===== config.mk =====
export PLATFORM = sky130hd
export DESIGN_NAME = fifo_per_level_priority_queue_unit
export DESIGN_NICKNAME = d
export VERILOG_FILES = /design/src/design/fplpq_pkg.sv /design/src/design/fplpq_first_busy.sv /design/src/design/fifo_per_level_priority_queue_unit.sv
export SDC_FILE = /design/constraint.sdc
export NUM_CORES = 2
export LEC_CHECK = 0
export BUFFER_PORTS_ARGS = -buffer_cell sky130_fd_sc_hd__buf_4
export CAP_MARGIN = 25
export CORE_AREA = 2 2 475 477
export CTS_BUF_LIST = sky130_fd_sc_hd__clkbuf_16
export CTS_CLUSTER_SIZE = 28
export DETAILED_ROUTE_END_ITERATION = 16
export DIE_AREA = 0 0 477 479
export PLACE_DENSITY = 0.71
export SLEW_MARGIN = 20
export SYNTH_ARGS = -nofsm -noshare
export SYNTH_HDL_FRONTEND = slang
export SYNTH_SLANG_ARGS = --single-unit

===== constraint.sdc =====
create_clock -name clk_i -period 13 [get_ports clk_i]
set_clock_uncertainty 0.2 [all_clocks]
set_input_delay 1.3 -clock clk_i [delete_from_list [all_inputs] [get_ports clk_i]]
set_output_delay 1.3 -clock clk_i [all_outputs]
set_load 0.05 [all_outputs]

===== src/design/fplpq_pkg.sv =====
`default_nettype none
// ----------------------------------------------------------------------------
// fplpq_pkg
// Shared constants and types for the priority queue with fifo order per level.
// ----------------------------------------------------------------------------
package fplpq_pkg;

  localparam int unsigned CAPACITY_DEFAULT = 64;
  localparam int unsigned LEVELS_DEFAULT   = 16;

  localparam int unsigned LEVEL_W  = 4;
  localparam int unsigned VALUE_W  = 32;
  localparam int unsigned REQ_W    = 2;
  localparam int unsigned STATUS_W = 2;

  localparam logic [REQ_W-1:0] REQ_ENQUEUE = 2'd0;
  localparam logic [REQ_W-1:0] REQ_DEQUEUE = 2'd1;
  localparam logic [REQ_W-1:0] REQ_PEEK    = 2'd2;

  localparam logic [STATUS_W-1:0] STATUS_OK    = 2'd0;
  localparam logic [STATUS_W-1:0] STATUS_EMPTY = 2'd1;
  localparam logic [STATUS_W-1:0] STATUS_FULL  = 2'd2;

  typedef enum logic [2:0] {
    ST_IDLE  = 3'b001,
    ST_READ  = 3'b010,
    ST_WRITE = 3'b100
  } state_e;

endpackage : fplpq_pkg
`default_nettype wire


===== src/design/fplpq_first_busy.sv =====
`default_nettype none
// ----------------------------------------------------------------------------
// fplpq_first_busy
// Priority encoder: lowest level whose busy flag is set, plus an empty flag.
// ----------------------------------------------------------------------------
module fplpq_first_busy #(
  parameter int unsigned LEVELS = fplpq_pkg::LEVELS_DEFAULT,
  localparam int unsigned LW    = $clog2(LEVELS)
) (
  input  wire logic [LEVELS-1:0] busy_i,
  output      logic [LW-1:0]     front_o,
  output      logic              empty_o
);

  always_comb begin
    front_o = '0;
    for (int k = LEVELS - 1; k >= 0; k--) begin
      if (busy_i[k]) begin
        front_o = LW'(k);
      end
    end
  end

  assign empty_o = ~|busy_i;

endmodule : fplpq_first_busy
`default_nettype wire


===== src/design/fifo_per_level_priority_queue_unit.sv =====
`default_nettype none
// ----------------------------------------------------------------------------
// fifo_per_level_priority_queue_unit
// Priority queue, smaller level served first, arrival order within a level.
// Flow: level head/tail are read as the request word is taken, then entry
// value/link at that head in the read state; the result word is registered in
// write-back when the output is not stalled. New requests stall until then.
// Reset: busy flags and free-slot counters clear at once; the memories are
// not cleared and no clearing pass runs, so requests are taken right away.
// ----------------------------------------------------------------------------
module fifo_per_level_priority_queue_unit #(
  parameter int unsigned CAPACITY = fplpq_pkg::CAPACITY_DEFAULT,
  parameter int unsigned LEVELS   = fplpq_pkg::LEVELS_DEFAULT
) (
  input  wire logic                                   clk_i,
  input  wire logic                                   rst_ni,
  input  wire logic                                   in_valid_i,
  output      logic                                   in_stall_o,
  input  wire logic [fplpq_pkg::REQ_W-1:0]            req_type_i,
  input  wire logic signed [fplpq_pkg::VALUE_W-1:0]   value_i,
  input  wire logic [fplpq_pkg::LEVEL_W-1:0]          level_i,
  output      logic                                   out_valid_o,
  input  wire logic                                   out_stall_i,
  output      logic [fplpq_pkg::STATUS_W-1:0]         status_o,
  output      logic signed [fplpq_pkg::VALUE_W-1:0]   out_value_o,
  output      logic [fplpq_pkg::LEVEL_W-1:0]          out_level_o
);

  localparam int unsigned LW = $clog2(LEVELS);
  localparam int unsigned SW = $clog2(CAPACITY);
  localparam int unsigned TW = $clog2(CAPACITY + 1);
  localparam int unsigned EW = (LW > fplpq_pkg::LEVEL_W) ? LW : fplpq_pkg::LEVEL_W;

  // memories
  logic signed [fplpq_pkg::VALUE_W-1:0] value_mem [CAPACITY];
  logic [SW-1:0]                        link_mem  [CAPACITY];
  logic [SW-1:0]                        free_mem  [CAPACITY];
  logic [SW-1:0]                        head_mem  [LEVELS];
  logic [SW-1:0]                        tail_mem  [LEVELS];

  fplpq_pkg::state_e state_q, state_d;

  logic [LEVELS-1:0]               busy_q, busy_d;
  logic [TW-1:0]                   free_top_q, free_top_d;
  logic [TW-1:0]                   fresh_q, fresh_d;
  logic                            out_valid_q;

  logic [fplpq_pkg::REQ_W-1:0]          req_q;
  logic signed [fplpq_pkg::VALUE_W-1:0] val_q;
  logic [LW-1:0]                        lvl_q;
  logic                                 empty_q;
  logic                                 full_q;
  logic                                 busy_hit_q;
  logic [SW-1:0]                        head_rd_q;
  logic [SW-1:0]                        tail_rd_q;
  logic [SW-1:0]                        free_rd_q;
  logic signed [fplpq_pkg::VALUE_W-1:0] value_rd_q;
  logic [SW-1:0]                        link_rd_q;

  logic [fplpq_pkg::STATUS_W-1:0]       status_q, status_d;
  logic signed [fplpq_pkg::VALUE_W-1:0] out_value_q, out_value_d;
  logic [fplpq_pkg::LEVEL_W-1:0]        out_level_q, out_level_d;

  logic [LW-1:0] front;
  logic          all_empty;
  logic [LW-1:0] lvl_sat;
  logic [LW-1:0] lvl_sel;
  logic          is_enq;
  logic          in_accept;
  logic          wr_fire;
  logic          enq_ok;
  logic          deq_ok;
  logic [SW-1:0] alloc_slot;
  logic [TW-1:0] top_m1;
  logic [EW-1:0] lvl_ext;

  logic          value_we;
  logic          link_we;
  logic          head_we;
  logic [SW-1:0] head_wdata;
  logic          tail_we;
  logic          free_we;

  fplpq_first_busy #(
    .LEVELS (LEVELS)
  ) u_first_busy (
    .busy_i  (busy_q),
    .front_o (front),
    .empty_o (all_empty)
  );

  assign in_stall_o = (state_q != fplpq_pkg::ST_IDLE);
  assign in_accept  = in_valid_i && !in_stall_o;

  assign lvl_sat = (32'(level_i) < LEVELS) ? LW'(level_i) : LW'(LEVELS - 1);
  assign lvl_sel = (req_type_i == fplpq_pkg::REQ_ENQUEUE) ? lvl_sat : front;
  assign top_m1  = free_top_q - 1'b1;

  assign is_enq     = (req_q == fplpq_pkg::REQ_ENQUEUE);
  assign wr_fire    = (state_q == fplpq_pkg::ST_WRITE) && (!out_valid_q || !out_stall_i);
  assign enq_ok     = is_enq && !full_q;
  assign deq_ok     = (req_q == fplpq_pkg::REQ_DEQUEUE) && !empty_q;
  assign alloc_slot = (free_top_q != '0) ? free_rd_q : fresh_q[SW-1:0];
  assign lvl_ext    = EW'(lvl_q);

  // write enables of the write-back cycle
  always_comb begin
    value_we   = wr_fire && enq_ok;
    link_we    = wr_fire && enq_ok && busy_hit_q;
    tail_we    = wr_fire && enq_ok;
    free_we    = wr_fire && deq_ok;
    head_we    = 1'b0;
    head_wdata = alloc_slot;
    if (wr_fire && enq_ok && !busy_hit_q) begin
      head_we = 1'b1;
    end else if (wr_fire && deq_ok && (head_rd_q != tail_rd_q)) begin
      head_we    = 1'b1;
      head_wdata = link_rd_q;
    end
  end

  always_comb begin
    state_d     = state_q;
    busy_d      = busy_q;
    free_top_d  = free_top_q;
    fresh_d     = fresh_q;
    status_d    = status_q;
    out_value_d = out_value_q;
    out_level_d = out_level_q;
    case (state_q)
      fplpq_pkg::ST_IDLE: begin
        if (in_accept) begin
          state_d = fplpq_pkg::ST_READ;
        end
      end
      fplpq_pkg::ST_READ: begin
        state_d = fplpq_pkg::ST_WRITE;
      end
      fplpq_pkg::ST_WRITE: begin
        if (wr_fire) begin
          state_d     = fplpq_pkg::ST_IDLE;
          status_d    = fplpq_pkg::STATUS_OK;
          out_value_d = '0;
          out_level_d = '0;
          if (is_enq) begin
            if (full_q) begin
              status_d = fplpq_pkg::STATUS_FULL;
            end else begin
              busy_d[lvl_q] = 1'b1;
              if (free_top_q != '0) begin
                free_top_d = top_m1;
              end else begin
                fresh_d = fresh_q + 1'b1;
              end
            end
          end else if (empty_q) begin
            status_d = fplpq_pkg::STATUS_EMPTY;
          end else begin
            out_value_d = value_rd_q;
            out_level_d = lvl_ext[fplpq_pkg::LEVEL_W-1:0];
            if (deq_ok) begin
              free_top_d = free_top_q + 1'b1;
              if (head_rd_q == tail_rd_q) begin
                busy_d[lvl_q] = 1'b0;
              end
            end
          end
        end
      end
      default: begin
        state_d = fplpq_pkg::ST_IDLE;
      end
    endcase
  end

  always_ff @(posedge clk_i or negedge rst_ni) begin
    if (!rst_ni) begin
      state_q     <= fplpq_pkg::ST_IDLE;
      busy_q      <= '0;
      free_top_q  <= '0;
      fresh_q     <= '0;
      out_valid_q <= 1'b0;
    end else begin
      state_q    <= state_d;
      busy_q     <= busy_d;
      free_top_q <= free_top_d;
      fresh_q    <= fresh_d;
      if (wr_fire) begin
        out_valid_q <= 1'b1;
      end else if (!out_stall_i) begin
        out_valid_q <= 1'b0;
      end
    end
  end

  // request capture and result registers
  always_ff @(posedge clk_i) begin
    if (in_accept) begin
      req_q      <= req_type_i;
      val_q      <= value_i;
      lvl_q      <= lvl_sel;
      empty_q    <= all_empty;
      full_q     <= (free_top_q == '0) && (fresh_q == TW'(CAPACITY));
      busy_hit_q <= busy_q[lvl_sel];
    end
    status_q    <= status_d;
    out_value_q <= out_value_d;
    out_level_q <= out_level_d;
  end

  // level head and tail memories
  always_ff @(posedge clk_i) begin
    if (in_accept) begin
      head_rd_q <= head_mem[lvl_sel];
    end
    if (head_we) begin
      head_mem[lvl_q] <= head_wdata;
    end
  end

  always_ff @(posedge clk_i) begin
    if (in_accept) begin
      tail_rd_q <= tail_mem[lvl_sel];
    end
    if (tail_we) begin
      tail_mem[lvl_q] <= alloc_slot;
    end
  end

  // free slot stack
  always_ff @(posedge clk_i) begin
    if (in_accept) begin
      free_rd_q <= free_mem[top_m1[SW-1:0]];
    end
    if (free_we) begin
      free_mem[free_top_q[SW-1:0]] <= head_rd_q;
    end
  end

  // entry value and link memories
  always_ff @(posedge clk_i) begin
    if (state_q == fplpq_pkg::ST_READ) begin
      value_rd_q <= value_mem[head_rd_q];
    end
    if (value_we) begin
      value_mem[alloc_slot] <= val_q;
    end
  end

  always_ff @(posedge clk_i) begin
    if (state_q == fplpq_pkg::ST_READ) begin
      link_rd_q <= link_mem[head_rd_q];
    end
    if (link_we) begin
      link_mem[tail_rd_q] <= alloc_slot;
    end
  end

  assign out_valid_o = out_valid_q;
  assign status_o    = status_q;
  assign out_value_o = out_value_q;
  assign out_level_o = out_level_q;

  // assertions
  a_sequence : assert property (@(posedge clk_i) disable iff (!rst_ni)
    in_accept |=> (state_q == fplpq_pkg::ST_READ) ##1 (state_q == fplpq_pkg::ST_WRITE))
    else $error("request did not walk read then write-back");

  a_result_src : assert property (@(posedge clk_i) disable iff (!rst_ni)
    $rose(out_valid_o) |-> ($past(state_q) == fplpq_pkg::ST_WRITE))
    else $error("result word appeared outside write-back");

  a_free_bound : assert property (@(posedge clk_i) disable iff (!rst_ni)
    (fresh_q <= TW'(CAPACITY)) && (free_top_q <= fresh_q))
    else $error("free slot accounting out of range");

  a_full_busy : assert property (@(posedge clk_i) disable iff (!rst_ni)
    (busy_q == '0) |-> (free_top_q == fresh_q))
    else $error("slots in use while every level is empty");

endmodule : fifo_per_level_priority_queue_unit
`default_nettype wire


==> key figures <==
Timing
  – Setup TNS: 0 ns
  – Final hold vios: 0
  – Final Critical Period: 5.73 ns
  – RSZ-0062 raised after global routing: no
  – Final setup vio count: 0
  – Fin crit share: 44.1%
  – Slew headroom: 24.8%
  – Peak Freq: 0.174 GHz
  – WHS: 0.126 ns
  – Fin. max-slew vios: 0
  – Slew @ Worst Pin: roughly 1.1 ns

Power
  – Max VDD drop: around 0.17 mV
  – LEAKAGE: ~43 nW
  – Pwr dens: 184 nW/µm²

Yosys
  – Synth top area cells: edfxtp_1 77%, mux4_2 17%, nor2_1 0.83%
  – Number of flops mapped to enable cells by yosys: 3143
  – Ys Warns: 0
  – Sequential fraction of the synthesis area: 77.7%
  – FFs w/ async S/R, synth: around 1.1%
  – Syn avg cell area: 22.9 µm²
  – Synth Flop Type: edfxtp_1
  – Register bit total from synthesis: 3177
  – Synth top area share: 77.0%
  – Synth cell types: 67
  – Cells after Synth: 5340
  – Post-synth top area cell: edfxtp_1
  – Syn nets: 5387
  – Post-Syn Area: approximately 120000 µm²

Worst setup path
  – Worst Setup End Kind: flip-flop
  – Slowest stage delay, CP: 1.07 ns
  – Crit path launch type: flip-flop
  – Start-to-end type of the worst setup path: reg -> reg
  – Worst path cell trace: buf_12 -> inv_1 -> ha_4 -> nand4b_1 -> mux2i_1 -> inv_2 -> buf_4 -> nand3_1 -> nor2_4
  – Worst path top cell family by delay: simple AND/OR/NAND/NOR gates
  – WP data arrival: about 6 ns
  – Data required, critical path: 13.35 ns
  – Crit path buf inv count: 4
  – Setup slack, reg-to-reg: roughly 7.3 ns
  – Crit path max fanout: 84
  – Register-to-Register Path Depth: 9
  – Reg2Reg Capture Point: value_mem[60][25]$_DFFE_PP_
  – Worst path slowest cell: nor2_4
  – Reg2reg start: free_top_q[0]$_DFFE_PN0P_

GRT
  – GRT overflow: 0
  – Largest net degree at the start of global routing: 147
  – Initial antenna violation count: 12
  – Number of global-route vias before repair: between 50000 and 60000
  – First-pass GRT wire length: 401 mm
  – GRT Overall Usage: 24.1%

Finish
  – Final layout net count: between 5000 and 6000
  – Share of layout cells above drive strength 1: 28.9%
  – Fin util: roughly three fifths
  – Area Overhead vs Synth: 12.2%

Flow run
  – Max-cap violations: 0

Drt
  – Post-route ant nets: 0
  – DR pass1 iterations: 6
  – Via count: between 50000 and 60000
  – Initial DRC Count: 7633
  – Vias per cell: 6.50
  – WL final: 275 mm
  – Drc violations: 0
  – DR WL/cell: 31.1 µm

Clock network
  – Clock Latency Late Sink: 0.94 ns
  – Clock Pin Slew Worst Setup and Hold Paths: 0.07 ns
  – PostCTS Resize Cnt: 0
  – Htree depth: 5
  – Total setup buffers inserted after CTS: 0
  – Sink Count: around 3200
  – CTS tree: built
  – Hold-fix buffers at CTS: 0
  – Clk buf depth: 4
  – Cts bufs inserted: 325
  – Clock root buffer: clkbuf_16

Outcome
  – Status: finished, final reports clean

Die
  – Chip Height: 479 µm
  – IO Count: 82
  – Starting Density: between 50% and 60%
  – Die area: 228000 µm²
  – Core footprint: 224000 µm²
  – Chip width: 477 µm
  – Placement Rows: 174

Place
  – # port buffers: 81
  – Dpl hpwl: 154 mm
  – GPL Wtd Cong: 0.840

Hold path
  – Hold WC Path Type: in -> async
[kinds of logic (layout without fill, tap and decap cells)]
| family | after synthesis | in the layout | share of synthesized area (%) |
|---|---|---|---|
| adder cells (fa/ha/maj) | 5 | 5 | 0.0511 |
| AND/OR/NAND/NOR | 643 | 643 | 2.43 |
| XOR/XNOR | 22 | 22 | 0.157 |
| other | 0 | 6 | 0 |
| flip-flops | 3177 | 3177 | 77.7 |
| AO/OA/AOI/OAI | 223 | 223 | 1.25 |
| buffers and inverters | 309 | 820 | 1.17 |
| multiplexers | 961 | 961 | 17.2 |
[synth_stat cells, drive strengths merged (14+ instances only)]
cell type	n
and3	28
a211oi	14
xnor2	14
and2	42
nor2	270
nand2	103
buf	129
edfxtp	3143
clkbuf	160
mux2	23
dfrtp	33
inv	17
o211ai	24
o21ai	71
mux2i	24
o21a	14
mux4	914
nor3	16
nand3	99
nand4	43
a21oi	18
o31ai	17
a22oi	20
[routing by layer]
layer  track usage [%]  share of wire, %  wire length (µm)  vias up
met4              6.18               2.3              6410        2
met2              38.1                49            135000     2971
li1                  -                 -                 -    23300
met3              4.47               9.1             25100      469
met1              35.2                40            109000    30700
met5                 0            0.0047                13        -
[state kept, by name, summed over array words and instances (netlist names), 7 cells and up, named ones only]
| name | flops |
|---|---|
| val_q | 32 |
| free_top_q | 7 |
| out_value_o | 32 |
| head_mem | 96 |
| tail_mem | 96 |
| link_mem | 384 |
| value_mem | 2048 |
| value_rd_q | 32 |
| free_mem | 384 |
| fresh_q | 7 |
[layout make-up]
cell class	instances	area [µm²]
multi-input combinational	1854	26500
fill	14800	86100
antenna	6	15.0
sequential	3177	95200
timing repair buffer	244	2310
clock inverter	226	1410
inverter	20	75.1
clock buffer	330	8260
tap	2992	3740
[worst reg2reg max path, cell delays in order, from the launching register on]
cell	delay, ns
dfrtp_4	0.75
buf_12	0.30
inv_1	0.18
ha_4	0.19
nand4b_1	0.54
mux2i_1	0.46
inv_2	0.12
buf_4	0.65
nand3_1	0.88
nor2_4	1.07
[cell usage in the layout, fill, tap and decap left out, types with 32 or more instances in the layout]
cell type,synthesis,routed
nand2_1,103,103
nor2_4,0,66
clkinv_1,3,62
nand4_1,43,43
nand3_1,99,99
nor2_1,270,204
clkbuf_16,0,330
and2_1,42,42
edfxtp_1,3143,3143
inv_1,14,96
buf_4,32,205
o21ai_0,58,57
dfrtp_1,33,32
mux4_2,914,914
clkinv_2,0,44
[power breakdown]
group | switching (mW) | internal [mW] | total, mW
Clock | 3.69 | 4.89 | 8.58
Combinational | 2.77 | 1.81 | 4.58
Sequential | 0.0926 | 12.0 | 12.1
[metrics by stage]
step	worst slack (ns)	cells	cell area (µm²)	total power, mW
floorplan	7.60	5340	123000	15.2
global placement	7.10	8257	127000	16.8
detailed placement	6.88	8269	127000	16.9
CTS	6.87	8825	137000	25.4
global route	6.85	8844	137000	26.0
finish	7.27	8849	138000	25.3
[worst max-delay path by stage]
stage                                    from  slack, ns                     endpoint  cells past startpoint
floorplan           free_top_q[0]$_DFFE_PN0P_       7.60   value_mem[60][0]$_DFFE_PP_                     10
global placement    free_top_q[0]$_DFFE_PN0P_       7.10  value_mem[61][29]$_DFFE_PP_                      8
detailed placement  free_top_q[0]$_DFFE_PN0P_       6.88  value_mem[62][18]$_DFFE_PP_                      8
CTS                 free_top_q[0]$_DFFE_PN0P_       6.87  value_mem[59][16]$_DFFE_PP_                      8
global route        free_top_q[0]$_DFFE_PN0P_       6.85  value_mem[60][25]$_DFFE_PP_                      9
finish              free_top_q[0]$_DFFE_PN0P_       7.27  value_mem[60][25]$_DFFE_PP_                      9
Power figures use the tool's default switching activity.
